`config.mk`:
```
export PLATFORM = sky130hd
export DESIGN_NAME = rgb_to_hsv_converter_unit
export DESIGN_NICKNAME = d
export VERILOG_FILES = /design/src/rtl/core/rhc_pkg.sv /design/src/rtl/core/rhc_div_pipe.sv /design/src/rtl/core/rgb_to_hsv_converter_unit.sv
export VERILOG_INCLUDE_DIRS = /design/src /design/src/rtl/core
export SDC_FILE = /design/constraint.sdc
export NUM_CORES = 1
export LEC_CHECK = 0
export ABC_AREA = 0
export BUFFER_PORTS_ARGS = -buffer_cell sky130_fd_sc_hd__buf_2
export CORE_UTILIZATION = 45
export CTS_BUF_LIST = sky130_fd_sc_hd__clkbuf_4 sky130_fd_sc_hd__clkbuf_8
export DETAILED_ROUTE_END_ITERATION = 8
export SLEW_MARGIN = 20
export SYNTH_ARGS = -nofsm -noshare
export SYNTH_HDL_FRONTEND = slang
export SYNTH_HIERARCHICAL = 1
export SYNTH_SLANG_ARGS = --single-unit
```
`constraint.sdc`:
```
create_clock -name clk -period 21.8 [get_ports clk]
set_input_delay 1.09 -clock clk [delete_from_list [all_inputs] [get_ports clk]]
set_output_delay 1.09 -clock clk [all_outputs]
set_load 0.005 [all_outputs]
```
`src/rtl/core/rgb_to_hsv_converter_unit_assert.svh`:
```
`ifndef RGB_TO_HSV_CONVERTER_UNIT_ASSERT_SVH
`define RGB_TO_HSV_CONVERTER_UNIT_ASSERT_SVH

// same-cycle implication, sampled on clk, off while in reset
`define RHC_ASSERT_IMP(name, ante, cons) \
	name: assert property (@(posedge clk) disable iff (!arst_n) (ante) |-> (cons)) \
		else $error("rhc: implication check failed");

// implication after a fixed number of cycles
`define RHC_ASSERT_DLY(name, ante, n, cons) \
	name: assert property (@(posedge clk) disable iff (!arst_n) (ante) |-> ##n (cons)) \
		else $error("rhc: delayed check failed");

`endif

```
`src/rtl/core/rhc_pkg.sv`:
```
package rhc_pkg;

	localparam int unsigned CHAN_W     = 8;
	localparam int unsigned HUE_W      = 15;
	localparam int unsigned NUM_W      = 11;
	localparam int unsigned QUO_W      = 15;
	localparam int unsigned DIVIDEND_W = QUO_W + CHAN_W;
	localparam int unsigned LATENCY    = 3 + QUO_W;
	localparam logic [HUE_W-1:0] HUE_MAX = 15'd23039;

	typedef struct packed {
		logic [CHAN_W-1:0] red;
		logic [CHAN_W-1:0] green;
		logic [CHAN_W-1:0] blue;
	} pixel_t;

	typedef struct packed {
		logic [HUE_W-1:0]  hue;
		logic [CHAN_W-1:0] saturation;
		logic [CHAN_W-1:0] brightness;
	} hsv_t;

	// one restoring-division lane: partial remainder, dividend bits left, quotient so far
	typedef struct packed {
		logic [CHAN_W-1:0] rem;
		logic [QUO_W-1:0]  low;
		logic [QUO_W-1:0]  quo;
		logic [CHAN_W-1:0] dvs;
	} div_lane_t;

	typedef struct packed {
		logic              valid;
		div_lane_t         hue;
		div_lane_t         sat;
		logic [CHAN_W-1:0] brightness;
	} div_in_t;

	function automatic div_lane_t div_step(div_lane_t a);
		logic [CHAN_W:0] trial;
		logic            qbit;
		div_lane_t       r;
		trial = {a.rem, a.low[QUO_W-1]};
		qbit  = (trial >= {1'b0, a.dvs});
		r     = a;
		r.rem = qbit ? CHAN_W'(trial - {1'b0, a.dvs}) : trial[CHAN_W-1:0];
		r.low = {a.low[QUO_W-2:0], 1'b0};
		r.quo = {a.quo[QUO_W-2:0], qbit};
		return r;
	endfunction

endpackage

```
`src/rtl/core/rhc_div_pipe.sv`:
```
module rhc_div_pipe
	import rhc_pkg::*;
(
	input  logic    clk,
	input  logic    arst_n,
	input  div_in_t din,
	output logic    done,
	output hsv_t    result
);

	logic              valid_s  [QUO_W];
	div_lane_t         hue_s    [QUO_W];
	div_lane_t         sat_s    [QUO_W];
	logic [CHAN_W-1:0] bright_s [QUO_W];

	for (genvar i = 0; i < QUO_W; i++) begin : g_stage
		if (i == 0) begin : g_first
			always_ff @(posedge clk or negedge arst_n) begin
				if (!arst_n) begin
					valid_s[i] <= 1'b0;
				end else begin
					valid_s[i] <= din.valid;
				end
			end
			always_ff @(posedge clk) begin
				hue_s[i]    <= div_step(din.hue);
				sat_s[i]    <= div_step(din.sat);
				bright_s[i] <= din.brightness;
			end
		end else begin : g_next
			always_ff @(posedge clk or negedge arst_n) begin
				if (!arst_n) begin
					valid_s[i] <= 1'b0;
				end else begin
					valid_s[i] <= valid_s[i-1];
				end
			end
			always_ff @(posedge clk) begin
				hue_s[i]    <= div_step(hue_s[i-1]);
				sat_s[i]    <= div_step(sat_s[i-1]);
				bright_s[i] <= bright_s[i-1];
			end
		end
	end

	assign done              = valid_s[QUO_W-1];
	assign result.hue        = hue_s[QUO_W-1].quo[HUE_W-1:0];
	assign result.saturation = sat_s[QUO_W-1].quo[CHAN_W-1:0];
	assign result.brightness = bright_s[QUO_W-1];

endmodule

```
`src/rtl/core/rgb_to_hsv_converter_unit.sv`:
```
// RGB to HSV converter, fully pipelined.
// Path from the start transfer to done: registers s1, s2 and s3, then the divider stages.
// Throughput: one pixel per cycle; busy is always low, the 15-stage divider sets the depth.
// Reset: arst_n clears all valid bits; data registers are not reset.
// The receiver cannot stall: each result is on the ports for one cycle.
module rgb_to_hsv_converter_unit
	import rhc_pkg::*;
(
	input  logic   clk,
	input  logic   arst_n,
	input  logic   start,
	output logic   busy,
	input  pixel_t pixel,
	output logic   done,
	output hsv_t   result
);

	`include "rgb_to_hsv_converter_unit_assert.svh"

	logic              valid_s1;
	pixel_t            pix_s1;

	logic              valid_s2;
	logic [CHAN_W-1:0] mx_s2;
	logic [CHAN_W-1:0] delta_s2;
	logic [NUM_W-1:0]  num_s2;

	logic              valid_s3;
	div_lane_t         hue_s3;
	div_lane_t         sat_s3;
	logic [CHAN_W-1:0] bright_s3;
	div_in_t           din_s3;

	logic [CHAN_W-1:0] mx_c;
	logic [CHAN_W-1:0] mn_c;
	logic [CHAN_W-1:0] delta_c;
	logic [NUM_W-1:0]  delta_w;
	logic [NUM_W-1:0]  num_c;
	logic [DIVIDEND_W-1:0] hue_n;
	logic [DIVIDEND_W-1:0] sat_n;

	assign busy = 1'b0;

	always_comb begin
		mx_c = (pix_s1.red > pix_s1.green) ? pix_s1.red : pix_s1.green;
		mn_c = (pix_s1.red < pix_s1.green) ? pix_s1.red : pix_s1.green;
		if (pix_s1.blue > mx_c) begin
			mx_c = pix_s1.blue;
		end
		if (pix_s1.blue < mn_c) begin
			mn_c = pix_s1.blue;
		end
		delta_c = mx_c - mn_c;
		delta_w = {3'b000, delta_c};
		// sector offset plus signed difference, exact modulo 2^11 since the sum is in range
		priority if (pix_s1.red >= mx_c) begin
			num_c = ((pix_s1.green >= pix_s1.blue) ? '0 : ((delta_w << 2) + (delta_w << 1)))
				+ {3'b000, pix_s1.green} - {3'b000, pix_s1.blue};
		end else if (pix_s1.green >= mx_c) begin
			num_c = (delta_w << 1) + {3'b000, pix_s1.blue} - {3'b000, pix_s1.red};
		end else begin
			num_c = (delta_w << 2) + {3'b000, pix_s1.red} - {3'b000, pix_s1.green};
		end
	end

	// num*3840 and delta*255 by shift and subtract
	assign hue_n = {num_s2, 12'b0} - {4'b0, num_s2, 8'b0};
	assign sat_n = {7'b0, delta_s2, 8'b0} - {15'b0, delta_s2};

	always_ff @(posedge clk or negedge arst_n) begin
		if (!arst_n) begin
			valid_s1 <= 1'b0;
			valid_s2 <= 1'b0;
			valid_s3 <= 1'b0;
		end else begin
			valid_s1 <= start && !busy;
			valid_s2 <= valid_s1;
			valid_s3 <= valid_s2;
		end
	end

	always_ff @(posedge clk) begin
		pix_s1   <= pixel;
		mx_s2    <= mx_c;
		delta_s2 <= delta_c;
		num_s2   <= num_c;

		hue_s3.rem <= hue_n[DIVIDEND_W-1:QUO_W];
		hue_s3.low <= hue_n[QUO_W-1:0];
		hue_s3.quo <= '0;
		hue_s3.dvs <= (delta_s2 == '0) ? CHAN_W'(1) : delta_s2;
		sat_s3.rem <= sat_n[DIVIDEND_W-1:QUO_W];
		sat_s3.low <= sat_n[QUO_W-1:0];
		sat_s3.quo <= '0;
		sat_s3.dvs <= (mx_s2 == '0) ? CHAN_W'(1) : mx_s2;
		bright_s3  <= mx_s2;
	end

	assign din_s3 = '{valid: valid_s3, hue: hue_s3, sat: sat_s3, brightness: bright_s3};

	rhc_div_pipe u_div (
		.clk    (clk),
		.arst_n (arst_n),
		.din    (din_s3),
		.done   (done),
		.result (result)
	);

	`RHC_ASSERT_IMP(a_hue_range, done, result.hue <= HUE_MAX)
	`RHC_ASSERT_IMP(a_black_zero, done && (result.brightness == '0), result == '0)
	`RHC_ASSERT_DLY(a_latency, start && !busy, LATENCY, done)
	`RHC_ASSERT_IMP(a_no_spurious, done, $past(start, LATENCY))

endmodule

```
## After elaboration in Yosys (flattened, before gate mapping)

Memories as Yosys holds them, arrays and structs flattened.
Index checks and enable logic that the tools add are counted.

| word-level totals | value |
|---|---|
| register bits after elaboration | 133 |
| memory bits (writable) | 1470 |
| word-level logic and storage cells | 150 |
| memories kept | 3 |
| output and inout port bits | 33 |

| operators by class | value |
|---|---|
| multiplexer cells | 37 |
| reductions and logical operators | 2 |
| order comparisons | 37 |
| $add $sub $neg | 40 |

Memories:

| memory | words | width | rd ports | clocked after Yosys merged registers in | write ports | RTL line | RTL |
|---|---|---|---|---|---|---|---|
| u_div.hue_s | 15 | 45 | 15 | 0 | 15 | rhc_div_pipe.sv:12 | `div_lane_t hue_s [QUO_W];` |
| u_div.sat_s | 15 | 45 | 15 | 0 | 15 | rhc_div_pipe.sv:13 | `div_lane_t sat_s [QUO_W];` |
| u_div.bright_s | 15 | 8 | 15 | 0 | 15 | rhc_div_pipe.sv:14 | `logic [CHAN_W-1:0] bright_s [QUO_W];` |

Operator list:

| cell | number |
|---|---|
| two-way mux 8 bit | 34 |
| greater-or-equal comparator 9 x 8 -> 1 bit | 30 |
| subtractor 8 bit | 31 |
| two-way mux 11 bit | 3 |
| greater-or-equal comparator 8 bit | 3 |
| subtractor 23 x 19 -> 23 bit | 1 |
| subtractor 11 x 8 -> 11 bit | 2 |
| subtractor 16 x 8 -> 17 bit | 1 |
| > comparator 8 bit | 2 |
| logical NOT 8 bit | 2 |
| less-than comparator 8 bit | 2 |
| adder 10 x 8 -> 11 bit | 1 |
| adder 10 x 9 -> 11 bit | 1 |
| adder 11 x 8 -> 11 bit | 1 |
| subtractor 10 x 8 -> 11 bit | 1 |
| adder 9 x 8 -> 10 bit | 1 |

## Logic depth before layout (Yosys ltp)

| depth | value |
|---|---|
| word-level depth | 10 |
| depth in mapped cells | 45 |
| mapped depth without buffers | 44 |

## Hierarchy

The synthesis kept the hierarchy.

By module, submodules not included:

| module | area each (um2) | times used | cells an instance |
|---|---|---|---|
| rhc_div_pipe | 32443.6 | 1 | 2840 |
| rgb_to_hsv_converter_unit | 7374.6 | 1 | 800 |

## Worst setup path after synthesis

Ideal clock, no wire load.

| path | value |
|---|---|
| path kind | reg-to-reg |
| start point | reg pix_s1[10] in the netlist's numbering |
| end point | reg num_s2[10] |
| setup time | 0.121 ns |
| slack | 13.100 ns |
| arrival time | 8.579 ns |
| cell stages (with the launch flop) | 43 |
| required time | 21.679 ns |
| cells stage by stage | dfxtp_1 -> inv_1 -> ha_1 -> nand3_1 -> a21o_1 -> a21oi_1 -> clkbuf_1 -> nand2_1 -> o21ai_1 -> inv_1 -> ha_1 -> inv_1 -> nor3_1 -> o211ai_1 -> o211a_1 -> a221oi_2 -> nor2_1 -> a21oi_1 -> [7 not listed] -> ha_1 -> nor2b_1 -> o21ai_0 -> nand2b_1 -> xnor2_1 -> xnor2_1 -> nand2_1 -> fa_1 -> inv_1 -> ha_1 -> a21oi_1 -> o21bai_1 -> a21oi_1 -> mux2i_1 -> a221oi_1 -> o211ai_1 -> xnor2_1 -> mux2_2 |

| on the way | value |
|---|---|
| cells in the longest elaborated chain, start to end | 10 |
| elaborated cells on any way between the ends | 22 |
| classes of those cells | add/sub: 8; order compare: 7; mux: 7 |

RTL lines:

| what | RTL line | RTL |
|---|---|---|
| start, declared | rgb_to_hsv_converter_unit.sv:21 | `pixel_t pix_s1;` |
| start signal, assigned | rgb_to_hsv_converter_unit.sv:83 | `pix_s1 <= pixel;` |
| > comparator 8 bit | rgb_to_hsv_converter_unit.sv:45 | `mx_c = (pix_s1.red > pix_s1.green) ? pix_s1.red : pix_s1.green;` |
| two-way mux 8 bit * | rgb_to_hsv_converter_unit.sv:45 |  |
| > comparator 8 bit | rgb_to_hsv_converter_unit.sv:47 | `if (pix_s1.blue > mx_c) begin` |
| two-way mux 8 bit * | rgb_to_hsv_converter_unit.sv:47 |  |
| via mx_c[0] | rgb_to_hsv_converter_unit.sv:34 | `logic [CHAN_W-1:0] mx_c;` |
| subtractor 8 bit | rgb_to_hsv_converter_unit.sv:53 | `delta_c = mx_c - mn_c;` |
| adder 10 x 9 -> 11 bit | rgb_to_hsv_converter_unit.sv:57 | `num_c = ((pix_s1.green >= pix_s1.blue) ? '0 : ((delta_w << 2) + (delta_w << 1)))` |
| two-way mux 11 bit | rgb_to_hsv_converter_unit.sv:57 |  |
| adder 11 x 8 -> 11 bit | rgb_to_hsv_converter_unit.sv:58 | `+ {3'b000, pix_s1.green} - {3'b000, pix_s1.blue};` |
| subtractor 11 x 8 -> 11 bit | rgb_to_hsv_converter_unit.sv:58 |  |
| two-way mux 11 bit * | rgb_to_hsv_converter_unit.sv:56 | `priority if (pix_s1.red >= mx_c) begin` |
| via num_c[10] | rgb_to_hsv_converter_unit.sv:38 | `logic [NUM_W-1:0] num_c;` |
| end signal, assigned | rgb_to_hsv_converter_unit.sv:86 | `num_s2 <= num_c;` |
| end, declared | rgb_to_hsv_converter_unit.sv:26 | `logic [NUM_W-1:0] num_s2;` |

The timed path passes the listed nets; every way through them passes the cells marked *.
A chain may end at the register's enable or synchronous reset.

## Worst setup path in the final report

Ends and elaborated chain as after synthesis.

==> impl_metrics.toml <==
[setup_path]
cp.required_ns = 22.52
cpMaxStageDelayCell = "dfxtp_1"
reg2regPathDepth = 43
worstReg2RegStart = "pix_s1[10]"
cp_max_fo = 14
crit_family = "compound AO/OA/AOI/OAI gates"
critPathKind = "reg2reg"
rr_endpoint = "num_s2[10]"
slowest_delay_ns = 0.53
crit_buf_inv = 6
critPathArrivalTime_ns = 10.77
reg2reg_slack_ns = 11.75
end_kind = "register"
worstSetupStartpointType = "register"

[clock_tree]
cts_tree = "yes"
numCtsBuffers = 172
clk_path_buf_depth = 3
numClockSinks = 1059
insertion_delay_ns = 0.86
cts_hold_buf = 0
cts_max_level = 4
postCtsSetupBuffers = 0
cts.repair.resized = 0
clkTransAtPathRegs_ns = 0.06
cts_root_buf = "clkbuf_8"

[drt]
dr_total_vias = 24590
wl_per_cell_um = 13.8
ant_nets = 0
routed_wirelength_um = 70900
first_iter_violations = 922
drt_first_pass_iters = 4
drc = 0
drt-vias-per-instance = 4.79

[grt]
grt_use_total_pct = 16.2
antenna_found_initial = 1
grt_pass1_vias = 24853
grt_pass1_wl_um = 119000
grt_max_degree = 19
grt_overflow = 0

[logic_synthesis]
ys_top_cells_by_area = "dfxtp_1 (52%), ha_1 (10%), inv_1 (4.0%)"
avgSynthCellArea_sq_um = 10.9
ys_warn_count = 6
synth_flop_cell = "dfxtp_1"
synthCells = 3640
synth_cell_types = 88
ys_seq_elements = 1059
async_reset_ff_share_pct = 1.70
yosysTopAreaCell = "dfxtp_1"
syn-cell-area_sq_mm = 0.0398
synth_top_area_share_pct = 52.3
synth_edf_count = 0
yosysSeqAreaShare_pct = 53.5

[finish]
stdcell_area_sq_mm = 0.0453
area_growth_pct = 13.8
layout_commonest_cell = "dfxtp_1"
drive_gt1_share_pct = 13.7
final_nets = 4252
finalCoreUtilization_pct = 52.0
layout_common_cells = "dfxtp_1 (1,041), inv_1 (420), ha_1 (331)"

[timing]
maxSlewViolCount = 0
hold_viol = 0
clock.fmax_mhz = 99.5
tightest_slew_ns = 1.01
rsz0062_at_grt = "no"
fin_tns_setup_ns = 0
layout_min_cycle_time_ns = 10.05
setup-violations-final = 0
setup_ws_ns = 11.75
maxSlewHeadroom_pct = 32.6
finalCritPeriodShare_pct = 46.1
skew_ns = 0.0387

[flow_run]
cap_violations = 0

[floorplan]
core_sq_mm = 0.0872
die_area_sq_mm = 0.0897
rows = 108
start_util_pct = 45.7
dieWidth_um = 299
die_height_um = 299
io_pins = 60

[place]
numPortBuffers = 58
place_congestion = 0.875
post-dp-hpwl_um = 51900
place_ws_ns = 11.83
place_area_sq_mm = 0.0414

[status]
outcome = "finished clean"

[hold_path]
hold_class = "in2async"
[worst register-to-register path, delay by kind of cell, from the launching register on]
family | cells | cell delay [ns]
AOI/OAI and AO/OA | 16 | 3.91
buffers and inverters | 6 | 0.95
DFF | 1 | 0.53
and+or+nand+nor | 9 | 1.05
muxes | 2 | 0.39
xor gates and xnor gates | 3 | 0.62
adders and majority gates | 7 | 2.47
[layout make-up]
class / instances / area (sq um)
Fill cell: 7734 / 41800
Antenna cell: 2 / 5.00
Timing Repair Buffer: 63 / 328
Multi-Input combinational cell: 2122 / 16800
Inverter: 422 / 1580
Clock buffer: 263 / 3370
Clock inverter: 47 / 534
Tap cell: 1155 / 1450
Sequential cell: 1059 / 21300
[logic make-up (layout without fill, tap and decap cells)]
group | count (synthesis) | after routing | synth area share, %
adder cells (fa/ha/maj) | 391 | 391 | 13.3
other | 1 | 12 | 0.00942
AO/OA/AOI/OAI | 784 | 784 | 13.3
XOR/XNOR | 141 | 141 | 3.10
AND/OR/NAND/NOR | 645 | 645 | 8.24
multiplexers | 151 | 151 | 4.10
flip-flops | 1059 | 1059 | 53.5
buffers and inverters | 468 | 795 | 4.55
[layer usage]
layer	vias up	track usage (%)	wire length, um
met4	0	7.31	2240
met3	172	4.00	3010
met1	11193	19.3	32300
met5	-	0	0
met2	332	27.5	33300
li1	12893	-	-
[through the flow]
| step | std cells | hold WS (ns) |
|---|---|---|
| 4_1_cts | 5130 | 0.0908 |
| 2_1_floorplan | 3649 | 0.310 |
| 5_1_grt | 5132 | 0.132 |
| 3_3_place_gp | 4820 | 0.310 |
| 6_report | 5133 | 0.175 |
| 3_5_place_dp | 4820 | 0.312 |
[worst max-delay path by stage]
stage,start,endpoint,cells after the start
2_1_floorplan,pix_s1[10],num_s2[10],42
3_3_place_gp,pix_s1[10],num_s2[10],43
3_5_place_dp,pix_s1[10],num_s2[10],43
4_1_cts,pix_s1[10],num_s2[10],43
5_1_grt,pix_s1[10],num_s2[10],42
6_report,pix_s1[10],num_s2[10],43
[registers in the layout, indices dropped and copies added (netlist names)]
signal / flops
pix_s1: 24
u_div/sat_s: 365
bright_s3: 8
u_div/valid_s: 14
u_div/hue_s: 449
valid_s2: 1
valid_s3: 1
mx_s2: 8
u_div/done: 1
din_s3: 48
delta_s2: 8
u_div/bright_s: 120
valid_s1: 1
num_s2: 11
[synth_stat cells, types with 11 or more instances]
library cell	n
nand3b_1	13
a221oi_2	13
a21oi_2	12
and2_1	29
buf_2	13
inv_1	420
nand3_1	39
nor2_1	112
a211oi_1	34
xor2_1	50
nand2b_1	51
nand2_1	196
dfxtp_1	1041
a21boi_0	14
mux2_2	81
o21bai_1	14
nor2b_1	58
mux2i_1	65
and4_1	13
o21ai_0	207
a21oi_1	184
o211ai_1	14
a31o_2	16
and3_1	12
clkbuf_1	23
or4_1	11
ha_1	331
o31ai_1	35
or3_1	14
xnor2_1	91
fa_1	54
o31a_1	15
or2_2	18
dfrtp_1	18
o21a_1	55
a21o_1	70
nor3_1	44
Power is not shown: default switching activity piles up to over one toggle a cycle in this logic, so the estimate is an artifact.
